File: config.mk
export PLATFORM = sky130hd
export DESIGN_NAME = delta_list_timer_queue
export DESIGN_NICKNAME = d
export VERILOG_FILES = /design/src/rtl/core/dltq_pkg.sv /design/src/rtl/core/dltq_dp.sv /design/src/rtl/core/dltq_ctrl.sv /design/src/rtl/core/delta_list_timer_queue.sv
export SDC_FILE = /design/constraint.sdc
export NUM_CORES = 2
export LEC_CHECK = 0
export BUFFER_PORTS_ARGS = -buffer_cell sky130_fd_sc_hd__buf_2
export CELL_PAD_IN_SITES_DETAIL_PLACEMENT = 0
export CELL_PAD_IN_SITES_GLOBAL_PLACEMENT = 2
export CORE_MARGIN = 2
export CORE_UTILIZATION = 35
export CTS_CLUSTER_SIZE = 24
export DETAILED_ROUTE_END_ITERATION = 7
export PLACE_DENSITY = 0.62
export SLEW_MARGIN = 20
export SYNTH_ARGS = -nofsm -noshare
export SYNTH_HDL_FRONTEND = slang
export SYNTH_SLANG_ARGS = --single-unit
export TNS_END_PERCENT = 20
File: constraint.sdc
create_clock -name clk -period 24.3 [get_ports clk]
set_input_delay 2.43 -clock clk [delete_from_list [all_inputs] [get_ports clk]]
set_output_delay 2.43 -clock clk [all_outputs]
set_load 0.01 [all_outputs]
File: src/rtl/core/dltq_pkg.sv
// Shared types and codes for the delta-list timer queue.
// Used by dltq_ctrl, dltq_dp and delta_list_timer_queue; no dependencies.
package dltq_pkg;

  localparam int MaxTimersDefault = 16;
  localparam int TimeBitsDefault  = 32;
  localparam int MaxExpiry        = 64;
  localparam int CntBits          = 7;
  localparam int InDataBits       = 72;
  localparam int OutDataBits      = 40;

  localparam logic [1:0] OP_ADD     = 2'd0;
  localparam logic [1:0] OP_REMOVE  = 2'd1;
  localparam logic [1:0] OP_ADVANCE = 2'd2;

  localparam logic [1:0] KIND_DONE   = 2'd0;
  localparam logic [1:0] KIND_FIRED  = 2'd1;
  localparam logic [1:0] KIND_REJECT = 2'd2;

  typedef enum logic [3:0] {
    CMD_NONE,
    CMD_LOAD,
    CMD_ADD_START,
    CMD_INS_START,
    CMD_INS_STEP,
    CMD_INS_FIN,
    CMD_REM_START,
    CMD_UNL_STEP,
    CMD_UNL_FIN,
    CMD_ADV_START,
    CMD_ADV_TRIM,
    CMD_ADV_POP,
    CMD_SET_OVR,
    CMD_SNAP,
    CMD_EMIT
  } cmd_op_t;

  typedef enum logic [1:0] {
    EMIT_REJ,
    EMIT_DONE,
    EMIT_PEND,
    EMIT_FIN
  } emit_sel_t;

  typedef struct packed {
    cmd_op_t   op;
    emit_sel_t sel;
  } cmd_t;

  typedef struct packed {
    logic [1:0] op;
    logic       id_bad;
    logic       act_id;
    logic       ins_more;
    logic       unl_more;
    logic       list_ne;
    logic       adv_trim;
    logic       cnt_full;
    logic       rep_head;
    logic       pend_valid;
    logic       out_free;
  } status_t;

endpackage

File: src/rtl/core/dltq_dp.sv
// Datapath of the timer queue: slot store, list walk registers, result register.
// Depends on dltq_pkg; driven by commands from dltq_ctrl.
module dltq_dp #(
  parameter int MAX_TIMERS = dltq_pkg::MaxTimersDefault,
  parameter int TIME_BITS  = dltq_pkg::TimeBitsDefault
) (
  input  logic                               clk,
  input  logic                               rst,
  input  dltq_pkg::cmd_t                     cmd,
  output dltq_pkg::status_t                  status,
  input  logic [dltq_pkg::InDataBits-1:0]    in_data,
  input  logic [1:0]                         in_op,
  output logic                               out_valid,
  input  logic                               out_ready,
  output logic [dltq_pkg::OutDataBits-1:0]   out_data,
  output logic [1:0]                         out_kind,
  output logic                               out_last
);

  localparam int SW = (MAX_TIMERS > 1) ? $clog2(MAX_TIMERS) : 1;
  localparam int GW = $clog2(MAX_TIMERS + 1);
  localparam logic [63:0] TMAX = {64{1'b1}} >> (64 - TIME_BITS);

  typedef logic [SW-1:0]        slot_t;
  typedef logic [TIME_BITS-1:0] tm_t;

  tm_t   delta  [MAX_TIMERS];
  tm_t   period [MAX_TIMERS];
  logic  rep    [MAX_TIMERS];
  slot_t nxt    [MAX_TIMERS];
  logic  lok    [MAX_TIMERS];
  logic  act    [MAX_TIMERS];
  slot_t head;
  logic  nonempty;

  logic [1:0]  op_r;
  logic [3:0]  id_r;
  logic [31:0] per_in;
  logic        rep_in;
  logic [31:0] ela_in;

  slot_t cur, prev, ins_slot, pend_slot;
  logic  have, have_prev;
  tm_t   pend, rem;
  logic [GW-1:0] guard;
  logic [dltq_pkg::CntBits-1:0] cnt;
  logic  pend_valid, ovr;
  logic  snap_hn;
  logic [31:0] snap_nd;

  slot_t sl;
  logic  found;
  logic  [TIME_BITS:0] usum;
  logic  cur_hn;
  logic  [31:0] cur_nd;

  function automatic tm_t sat32(input logic [31:0] v);
    return (64'(v) > TMAX) ? {TIME_BITS{1'b1}} : TIME_BITS'(v);
  endfunction

  assign sl     = SW'(id_r);
  assign found  = nonempty && (cur == sl);
  assign usum   = {1'b0, delta[nxt[sl]]} + {1'b0, delta[sl]};
  assign cur_hn = nonempty;
  assign cur_nd = nonempty ? 32'(delta[head]) : 32'd0;

  always_comb begin
    status.op         = op_r;
    status.id_bad     = (32'(id_r) >= MAX_TIMERS);
    status.act_id     = act[sl];
    status.ins_more   = have && (32'(guard) < MAX_TIMERS) && (delta[cur] < pend);
    status.unl_more   = nonempty && (cur != sl) && (32'(guard) < MAX_TIMERS) && lok[cur];
    status.list_ne    = nonempty;
    status.adv_trim   = rem < delta[head];
    status.cnt_full   = (32'(cnt) == dltq_pkg::MaxExpiry);
    status.rep_head   = rep[head];
    status.pend_valid = pend_valid;
    status.out_free   = !out_valid || out_ready;
  end

  always_ff @(posedge clk) begin
    if (rst) begin
      for (int i = 0; i < MAX_TIMERS; i++) begin
        delta[i]  <= '0;
        period[i] <= '0;
        rep[i]    <= 1'b0;
        nxt[i]    <= '0;
        lok[i]    <= 1'b0;
        act[i]    <= 1'b0;
      end
      head       <= '0;
      nonempty   <= 1'b0;
      pend_valid <= 1'b0;
      ovr        <= 1'b0;
      cnt        <= '0;
      guard      <= '0;
      out_valid  <= 1'b0;
    end else begin
      if (cmd.op == dltq_pkg::CMD_EMIT) out_valid <= 1'b1;
      else if (out_ready) out_valid <= 1'b0;
      unique case (cmd.op)
        dltq_pkg::CMD_LOAD: begin
          op_r   <= in_op;
          id_r   <= in_data[3:0];
          per_in <= in_data[35:4];
          rep_in <= in_data[36];
          ela_in <= in_data[68:37];
          ovr    <= 1'b0;
        end
        dltq_pkg::CMD_ADD_START: begin
          period[sl] <= sat32(per_in);
          rep[sl]    <= rep_in;
          act[sl]    <= 1'b1;
          ins_slot   <= sl;
        end
        dltq_pkg::CMD_INS_START: begin
          cur       <= head;
          have      <= nonempty;
          have_prev <= 1'b0;
          pend      <= period[ins_slot];
          guard     <= '0;
        end
        dltq_pkg::CMD_INS_STEP: begin
          pend      <= pend - delta[cur];
          prev      <= cur;
          have_prev <= 1'b1;
          have      <= lok[cur];
          cur       <= nxt[cur];
          guard     <= guard + 1'b1;
        end
        dltq_pkg::CMD_INS_FIN: begin
          delta[ins_slot] <= pend;
          lok[ins_slot]   <= have;
          nxt[ins_slot]   <= have ? cur : '0;
          if (have) delta[cur] <= delta[cur] - pend;
          if (have_prev) begin
            nxt[prev] <= ins_slot;
            lok[prev] <= 1'b1;
          end else begin
            head     <= ins_slot;
            nonempty <= 1'b1;
          end
        end
        dltq_pkg::CMD_REM_START: begin
          cur       <= head;
          have_prev <= 1'b0;
          guard     <= '0;
        end
        dltq_pkg::CMD_UNL_STEP: begin
          prev      <= cur;
          have_prev <= 1'b1;
          cur       <= nxt[cur];
          guard     <= guard + 1'b1;
        end
        dltq_pkg::CMD_UNL_FIN: begin
          if (found) begin
            if (lok[sl]) begin
              delta[nxt[sl]] <= usum[TIME_BITS] ? {TIME_BITS{1'b1}} : usum[TIME_BITS-1:0];
            end
            if (have_prev) begin
              nxt[prev] <= nxt[sl];
              lok[prev] <= lok[sl];
            end else if (lok[sl]) begin
              head <= nxt[sl];
            end else begin
              nonempty <= 1'b0;
              head     <= '0;
            end
            lok[sl]   <= 1'b0;
            nxt[sl]   <= '0;
            delta[sl] <= '0;
          end
          act[sl] <= 1'b0;
        end
        dltq_pkg::CMD_ADV_START: begin
          rem        <= sat32(ela_in);
          cnt        <= '0;
          pend_valid <= 1'b0;
        end
        dltq_pkg::CMD_ADV_TRIM: begin
          delta[head] <= delta[head] - rem;
        end
        dltq_pkg::CMD_ADV_POP: begin
          rem <= rem - delta[head];
          if (lok[head]) begin
            head <= nxt[head];
          end else begin
            nonempty <= 1'b0;
            head     <= '0;
          end
          lok[head]   <= 1'b0;
          nxt[head]   <= '0;
          delta[head] <= '0;
          if (!rep[head]) act[head] <= 1'b0;
          cnt       <= cnt + 1'b1;
          pend_slot <= head;
          ins_slot  <= head;
        end
        dltq_pkg::CMD_SET_OVR: begin
          ovr <= 1'b1;
        end
        dltq_pkg::CMD_SNAP: begin
          pend_valid <= 1'b1;
          snap_hn    <= cur_hn;
          snap_nd    <= cur_nd;
        end
        dltq_pkg::CMD_EMIT: begin
          unique case (cmd.sel)
            dltq_pkg::EMIT_REJ: begin
              out_kind <= dltq_pkg::KIND_REJECT;
              out_data <= {2'b00, 1'b0, cur_nd, cur_hn, id_r};
              out_last <= 1'b1;
            end
            dltq_pkg::EMIT_DONE: begin
              out_kind <= dltq_pkg::KIND_DONE;
              out_data <= {2'b00, ovr, cur_nd, cur_hn, id_r};
              out_last <= 1'b1;
            end
            dltq_pkg::EMIT_PEND: begin
              out_kind   <= dltq_pkg::KIND_FIRED;
              out_data   <= {2'b00, 1'b0, snap_nd, snap_hn, 4'(pend_slot)};
              out_last   <= 1'b0;
              pend_valid <= 1'b0;
            end
            dltq_pkg::EMIT_FIN: begin
              out_kind <= dltq_pkg::KIND_FIRED;
              out_data <= {2'b00, ovr, cur_nd, cur_hn, 4'(pend_slot)};
              out_last <= 1'b1;
            end
            default: ;
          endcase
        end
        default: ;
      endcase
    end
  end

  assert property (@(posedge clk) disable iff (rst) !nonempty |-> head == '0)
    else $error("head slot set on empty list");
  assert property (@(posedge clk) disable iff (rst)
    32'(cnt) <= dltq_pkg::MaxExpiry)
    else $error("expiry count beyond cap");
  assert property (@(posedge clk) disable iff (rst)
    cmd.op == dltq_pkg::CMD_EMIT |-> status.out_free)
    else $error("result written over a pending transfer");

endmodule

File: src/rtl/core/dltq_ctrl.sv
// Controller state machine of the timer queue: sequences add, remove and advance.
// Depends on dltq_pkg; drives dltq_dp through cmd_t and reads status_t.
module dltq_ctrl (
  input  logic              clk,
  input  logic              rst,
  input  logic              in_valid,
  output logic              in_ready,
  input  dltq_pkg::status_t status,
  output dltq_pkg::cmd_t    cmd
);

  typedef enum logic [3:0] {
    S_IDLE,
    S_DECODE,
    S_RE,
    S_INS,
    S_INS_FIN,
    S_UNL,
    S_ADV,
    S_SNAP,
    S_EMIT
  } state_t;

  state_t               state;
  dltq_pkg::emit_sel_t  emit_sel;
  logic                 ins_adv;

  assign in_ready = (state == S_IDLE);

  always_comb begin
    cmd.op  = dltq_pkg::CMD_NONE;
    cmd.sel = emit_sel;
    unique case (state)
      S_IDLE:    if (in_valid) cmd.op = dltq_pkg::CMD_LOAD;
      S_DECODE: begin
        case (status.op)
          dltq_pkg::OP_ADD:
            if (!(status.id_bad || status.act_id)) cmd.op = dltq_pkg::CMD_ADD_START;
          dltq_pkg::OP_REMOVE:
            if (!(status.id_bad || !status.act_id)) cmd.op = dltq_pkg::CMD_REM_START;
          dltq_pkg::OP_ADVANCE: cmd.op = dltq_pkg::CMD_ADV_START;
          default: ;
        endcase
      end
      S_RE:      cmd.op = dltq_pkg::CMD_INS_START;
      S_INS:     if (status.ins_more) cmd.op = dltq_pkg::CMD_INS_STEP;
      S_INS_FIN: cmd.op = dltq_pkg::CMD_INS_FIN;
      S_UNL:     cmd.op = status.unl_more ? dltq_pkg::CMD_UNL_STEP : dltq_pkg::CMD_UNL_FIN;
      S_ADV: begin
        if (status.list_ne) begin
          if (status.adv_trim) cmd.op = dltq_pkg::CMD_ADV_TRIM;
          else if (status.cnt_full) cmd.op = dltq_pkg::CMD_SET_OVR;
          else if (!status.pend_valid) cmd.op = dltq_pkg::CMD_ADV_POP;
        end
      end
      S_SNAP:    cmd.op = dltq_pkg::CMD_SNAP;
      S_EMIT:    if (status.out_free) cmd.op = dltq_pkg::CMD_EMIT;
      default: ;
    endcase
  end

  always_ff @(posedge clk) begin
    if (rst) begin
      state    <= S_IDLE;
      emit_sel <= dltq_pkg::EMIT_DONE;
      ins_adv  <= 1'b0;
    end else begin
      unique case (state)
        S_IDLE: if (in_valid) state <= S_DECODE;
        S_DECODE: begin
          case (status.op)
            dltq_pkg::OP_ADD: begin
              if (status.id_bad || status.act_id) begin
                emit_sel <= dltq_pkg::EMIT_REJ;
                state    <= S_EMIT;
              end else begin
                ins_adv <= 1'b0;
                state   <= S_RE;
              end
            end
            dltq_pkg::OP_REMOVE: begin
              if (status.id_bad || !status.act_id) begin
                emit_sel <= dltq_pkg::EMIT_REJ;
                state    <= S_EMIT;
              end else begin
                state <= S_UNL;
              end
            end
            dltq_pkg::OP_ADVANCE: state <= S_ADV;
            default: begin
              emit_sel <= dltq_pkg::EMIT_REJ;
              state    <= S_EMIT;
            end
          endcase
        end
        S_RE:  state <= S_INS;
        S_INS: if (!status.ins_more) state <= S_INS_FIN;
        S_INS_FIN: begin
          if (ins_adv) begin
            state <= S_SNAP;
          end else begin
            emit_sel <= dltq_pkg::EMIT_DONE;
            state    <= S_EMIT;
          end
        end
        S_UNL: begin
          if (!status.unl_more) begin
            emit_sel <= dltq_pkg::EMIT_DONE;
            state    <= S_EMIT;
          end
        end
        S_ADV: begin
          if (!status.list_ne || status.adv_trim || status.cnt_full) begin
            emit_sel <= status.pend_valid ? dltq_pkg::EMIT_FIN : dltq_pkg::EMIT_DONE;
            state    <= S_EMIT;
          end else if (status.pend_valid) begin
            emit_sel <= dltq_pkg::EMIT_PEND;
            state    <= S_EMIT;
          end else if (status.rep_head) begin
            ins_adv <= 1'b1;
            state   <= S_RE;
          end else begin
            state <= S_SNAP;
          end
        end
        S_SNAP: state <= S_ADV;
        S_EMIT: begin
          if (status.out_free) begin
            state <= (emit_sel == dltq_pkg::EMIT_PEND) ? S_ADV : S_IDLE;
          end
        end
        default: state <= S_IDLE;
      endcase
    end
  end

  assert property (@(posedge clk) disable iff (rst)
    (state == S_EMIT && !status.out_free) |=> state == S_EMIT)
    else $error("left emit state while output was full");
  assert property (@(posedge clk) disable iff (rst)
    in_ready |-> cmd.op == dltq_pkg::CMD_NONE || cmd.op == dltq_pkg::CMD_LOAD)
    else $error("datapath command while idle");
  assert property (@(posedge clk) disable iff (rst)
    (state == S_SNAP) |=> state == S_ADV)
    else $error("snapshot not followed by advance step");

endmodule

File: src/rtl/core/delta_list_timer_queue.sv
// Delta-list timer queue: top level joining controller and datapath.
// Depends on dltq_pkg, dltq_ctrl and dltq_dp.
//
// Requests enter on the s_axis channel (tuser = op: add, remove, advance) and
// results leave on m_axis (tuser = kind, tlast = final result of a request).
// Add and remove give one result; an advance gives one result per expiry, at
// most 64, or a single done result when nothing expires.
// One request is handled at a time. Add walks the sorted list one entry per
// cycle to its insert point, and remove walks the list to the slot. An advance
// pops its expiries one at a time and runs the insert walk for each repeating
// timer that re-arms. The list walk is the limiting loop for an add or remove,
// and the work of an advance grows with the number of expiries it reports.
// Results pass through an output register; when m_axis_tready is low the
// sequencer holds its next result until the pending one is taken, yet a new
// request may be taken while a final result waits. Reset (rst, synchronous)
// clears all slots and the list; the block is ready in the cycle after reset.
module delta_list_timer_queue #(
  parameter int MAX_TIMERS = dltq_pkg::MaxTimersDefault,
  parameter int TIME_BITS  = dltq_pkg::TimeBitsDefault
) (
  input  logic                             clk,
  input  logic                             rst,
  input  logic                             s_axis_tvalid,
  output logic                             s_axis_tready,
  // timer_id[3:0], period_ms[35:4], repeat_req[36], elapsed_ms[68:37], zero pad
  input  logic [dltq_pkg::InDataBits-1:0]  s_axis_tdata,
  // op[1:0]
  input  logic [1:0]                       s_axis_tuser,
  output logic                             m_axis_tvalid,
  input  logic                             m_axis_tready,
  // fired_id[3:0], has_next[4], next_deadline_ms[36:5], overrun[37], zero pad
  output logic [dltq_pkg::OutDataBits-1:0] m_axis_tdata,
  // kind[1:0]
  output logic [1:0]                       m_axis_tuser,
  output logic                             m_axis_tlast
);

  dltq_pkg::cmd_t    cmd;
  dltq_pkg::status_t status;

  dltq_ctrl u_ctrl (
    .clk      (clk),
    .rst      (rst),
    .in_valid (s_axis_tvalid),
    .in_ready (s_axis_tready),
    .status   (status),
    .cmd      (cmd)
  );

  dltq_dp #(
    .MAX_TIMERS (MAX_TIMERS),
    .TIME_BITS  (TIME_BITS)
  ) u_dp (
    .clk       (clk),
    .rst       (rst),
    .cmd       (cmd),
    .status    (status),
    .in_data   (s_axis_tdata),
    .in_op     (s_axis_tuser),
    .out_valid (m_axis_tvalid),
    .out_ready (m_axis_tready),
    .out_data  (m_axis_tdata),
    .out_kind  (m_axis_tuser),
    .out_last  (m_axis_tlast)
  );

endmodule

==> metrics.md <==
| Metric | Value |
|---|---|
| Fin crit period | `10.85 ns` |
| Internal power | `between 6 and 7 mW` |
| CTS clock-pin slew for the worst setup and hold paths | `~0.06 ns` |
| Skew-Pair Late Insertion Delay | `~0.87 ns` |
| Tightest Pin Transition | `1.23 ns` |
| Total number of H-tree levels | `4` |
| Synth Flop Type | `edfxtp_1` |
| Register Area | `~0.042 mm2` |
| CTS tree | `done` |
| Clock sinks | `approximately 1.4k` |
| Max transition margin | `0.174` |
| CTS Buf Count | `approximately 170` |
| DP Wirelength | `216 mm` |
| Achievable Freq | `around 0.09 GHz` |
| Row cnt | `between 150 and 200` |
| Warnings, synthesis | `0` |
| Cells after Synth | `about 6.6k` |
| Multi-input gate area | `about 0.042 mm2` |
| Seq pwr share | `0.263` |
| Setup TNS | `0 ns` |
| Hold depth | `1` |
| Antenna Nets Post-Route | `0` |
| DRT Wirelength | `357 mm` |
| Worst hold-check path type | `reg2reg` |
| Root buf cell | `clkbuf_16` |
| VDD IR max | `about 69 uV` |
| Mapped Area | `just under 0.09 mm2` |
| Seq/Total Area, Yosys | `0.481` |
| Logic gate share of total power | `0.523` |
| Synth top area cells | `edfxtp_1 (47%), mux4_2 (22%), and2_1 (4.4%)` |
| Postcts setup bufs | `0` |
| Post-synth cell types | `98` |
| Antenna violations before repair | `8` |
| I/O pin count | `around 120` |
| Setup Viol. Count Final | `0` |
| Per-cell routed wire length | `36.2 um` |
| Total track usage | `0.280` |
| Seq cells post-synth | `1406` |
| CP arrival | `approximately 11 ns` |
| First-pass GRT wire length | `494 mm` |
| Setup CP Type | `reg2reg` |
| Worst setup EP type | `flip-flop` |
| Net load switching power | `between 5 and 6 mW` |
| Drt drc | `0` |
| GRT overflow | `0` |
| Fill cells | `~23k` |
| Initial Utilization | `0.353` |
| Maximum clock path buffer count | `3` |
| Layout Skew | `roughly 0.086 ns` |
| Die footprint | `between 0.2 and 0.3 mm2` |
| Startpoint types | `flip-flop` |
| Layout cells sized above 1 | `0.245` |
| Area grow syn2layout | `11.2%` |
| Gp weighted congestion | `around 0.89` |
| WP data required | `between 20 and 25 ns` |
| Drt via density | `approximately 6.3` |
| Pwr Total | `between 10 and 15 mW` |
| Outcome | `finished clean` |
| Crit-path max FO | `36` |
| Core ar. | `around 0.25 mm2` |
| EDFF count, synth | `1363` |
| Largest net degree at the start of global routing | `slightly below 100` |
| # port buffers | `approximately 120` |
| Clock power share | `0.214` |
| Max Slew Vio Count | `0` |
| Nets@finish | `6646` |
| Hold_buf cts | `0` |
| Switching Share | `0.461` |
| PwrDens | `~120 mW/mm2` |
| First-pass DRT Iterations | `6` |
| R2R depth | `18` |
| Avg Inst Size Synth | `13.2 um2` |
| Die span in y | `502 um` |
| Final number of hold-violating endpoints | `0` |
| DR iter-0 viols | `approximately 8k` |
| RSZ-0062 raised after global routing | `false` |
| Vias in the first global route | `between 60k and 70k` |
| Top-area cell type share of the netlist area | `0.471` |
| Max_cap viols | `0` |
| Post_cts resized | `0` |
| DR vias | `around 62k` |
| Final Worst Setup Slack | `approximately 13 ns` |
| P_leak | `around 34 nW` |
| Leading area contributor after synthesis | `edfxtp_1` |
| Ys async rst share | `0` |
| Place WS | `approximately 14 ns` |
| Final worst-path cycle share | `0.446` |
| Die W | `approximately 500 um` |
-- power by group through the flow --
stage | combinational (mW) | clock [mW] | sequential, mW
4_1_cts | 6.11 | 2.58 | 3.12
2_1_floorplan | 4.00 | 0 | 2.95
3_5_place_dp | 6.09 | 0 | 3.17
3_3_place_gp | 6.10 | 0 | 3.16
6_report | 6.20 | 2.54 | 3.12
5_1_grt | 6.51 | 2.67 | 3.15
-- worst paths after layout --
path,start,to,slack [ns]
worst max-delay path,flip-flop,u_dp.delta[15][7]$_DFFE_PP_,13.45
worst min-delay path,u_dp.cnt[6]$_SDFFE_PP0N_,u_dp.cnt[6]$_SDFFE_PP0N_,0.48
worst max register to register,flip-flop,u_dp.delta[15][7]$_DFFE_PP_,13.45
worst min register to register,u_dp.cnt[6]$_SDFFE_PP0N_,u_dp.cnt[6]$_SDFFE_PP0N_,0.48
-- flip-flops by register name (all words and copies together) (netlist names), 5 cells and up, named ones only --
register / cells
u_dp.act: 16
u_dp.cnt: 7
u_dp.delta: 512
u_dp.ela_in: 32
u_dp.guard: 5
u_dp.lok: 16
u_dp.nxt: 64
u_dp.out_data: 38
u_dp.pend: 32
u_dp.per_in: 32
u_dp.period: 512
u_dp.rem: 32
u_dp.rep: 16
u_dp.snap_nd: 32
-- metal layers --
metal  routed length [um]  vias up  part of all wire  global-route usage
met3                35000      779             0.098              0.0697
met4                19100        4             0.054               0.131
met1               139000    32491              0.39               0.364
met5                   27        -          0.000076                   0
li1                     -    25744                 -                   -
met2               163000     3448              0.46               0.437
-- through the flow --
stage	hold slack, ns	utilization	cell area [um2]	instances
after floorplan	0.406	-	86900	6592
after global placement	0.459	0.370	91100	9541
after detailed placement	0.469	0.370	91100	9543
after CTS	0.481	0.392	96600	9849
after global routing	0.519	0.392	96600	9850
final	0.478	0.392	96600	9851
-- worst max-delay path, cell delays in order (launching register included) --
cell      delay (ns)
dfxtp_4         0.88
buf_4           0.77
buf_4           0.74
buf_4           0.78
mux4_2          0.60
mux4_2          0.66
ha_1            0.57
nand4_1         0.23
o221ai_1        0.32
a221oi_1        0.18
o21a_1          0.23
o21ai_0         0.55
o2111a_2        0.39
nand3_2         0.31
o21ai_4         0.43
nand4_1         0.89
buf_4           0.71
nand3_2         0.17
buf_4           0.77
-- cell type report --
cell class / count / area share
Multi-Input combinational cell: 4344 / 0.439
Sequential cell: 1406 / 0.433
Clock buffer: 210 / 0.0456
Tap cell: 3312 / 0.0429
Timing Repair Buffer: 307 / 0.0213
Clock inverter: 96 / 0.0110
Inverter: 174 / 0.00676
Antenna cell: 2 / 0.0000518
-- kinds of logic (layout without fill, tap and decap cells) --
family,Yosys count,in the layout,synth area share
AO/OA/AOI/OAI,1327,1327,0.0968
XOR/XNOR,140,140,0.0141
adder cells (fa/ha/maj),166,166,0.0243
buffers and inverters,842,787,0.0388
flip-flops,1406,1406,0.481
multiplexers,975,975,0.235
other,1,4,0.0000432
AND/OR/NAND/NOR,1734,1734,0.110
-- layout by cell type (no fill, tap or decap), types with 17 or more instances in the layout --
master,instances
clkbuf_16,169
nor2_4,17
o21a_1,20
nand3_1,146
o22ai_1,373
xnor2_1,78
o21ai_0,264
buf_2,117
nand3b_1,53
xor2_1,61
nand2b_1,76
mux4_2,843
a31oi_1,66
o21bai_1,29
clkbuf_1,39
a211oi_1,55
inv_1,170
nor2b_1,28
o31ai_1,75
nor3_1,50
and3_1,29
edfxtp_1,1363
nand2_1,339
nand4_1,101
mux2_2,57
buf_4,186
and2_1,612
or2_2,26
nor2_1,135
dfxtp_1,26
clkinv_2,27
nand3_2,18
mux2i_1,67
a21oi_1,187
clkinv_1,38
o211ai_1,20
a21o_1,82
ha_1,161
o21ai_1,19
a22oi_1,18
-- synthesized netlist by cell type (8+ instances only) --
master    instances
or4_1             8
o21bai_1         29
nor3_1           52
clkbuf_1        444
and3_1           30
xor2_1           61
buf_4            10
and2_1          612
dfxtp_1          43
nand3_1         175
nand3b_1         53
a32oi_1           8
buf_1            77
nand2b_1         76
a211oi_1         55
a21oi_1         188
o21a_1           20
or2_2            26
a221oi_1          9
o211ai_1         20
mux4_2          847
nor2b_1          30
nor2_1          153
ha_1            161
a31oi_1          66
buf_2           135
xnor2_1          79
o31ai_1          76
nand4_1         101
edfxtp_1       1363
a211o_1          16
inv_1           172
a21o_1           82
a22oi_1          18
or3_1            15
nand2_1         342
o21ai_0         277
o22ai_1         373
mux2_2           57
mux2i_1          71
o21ai_1          18
(Power assumes the default switching activity.)
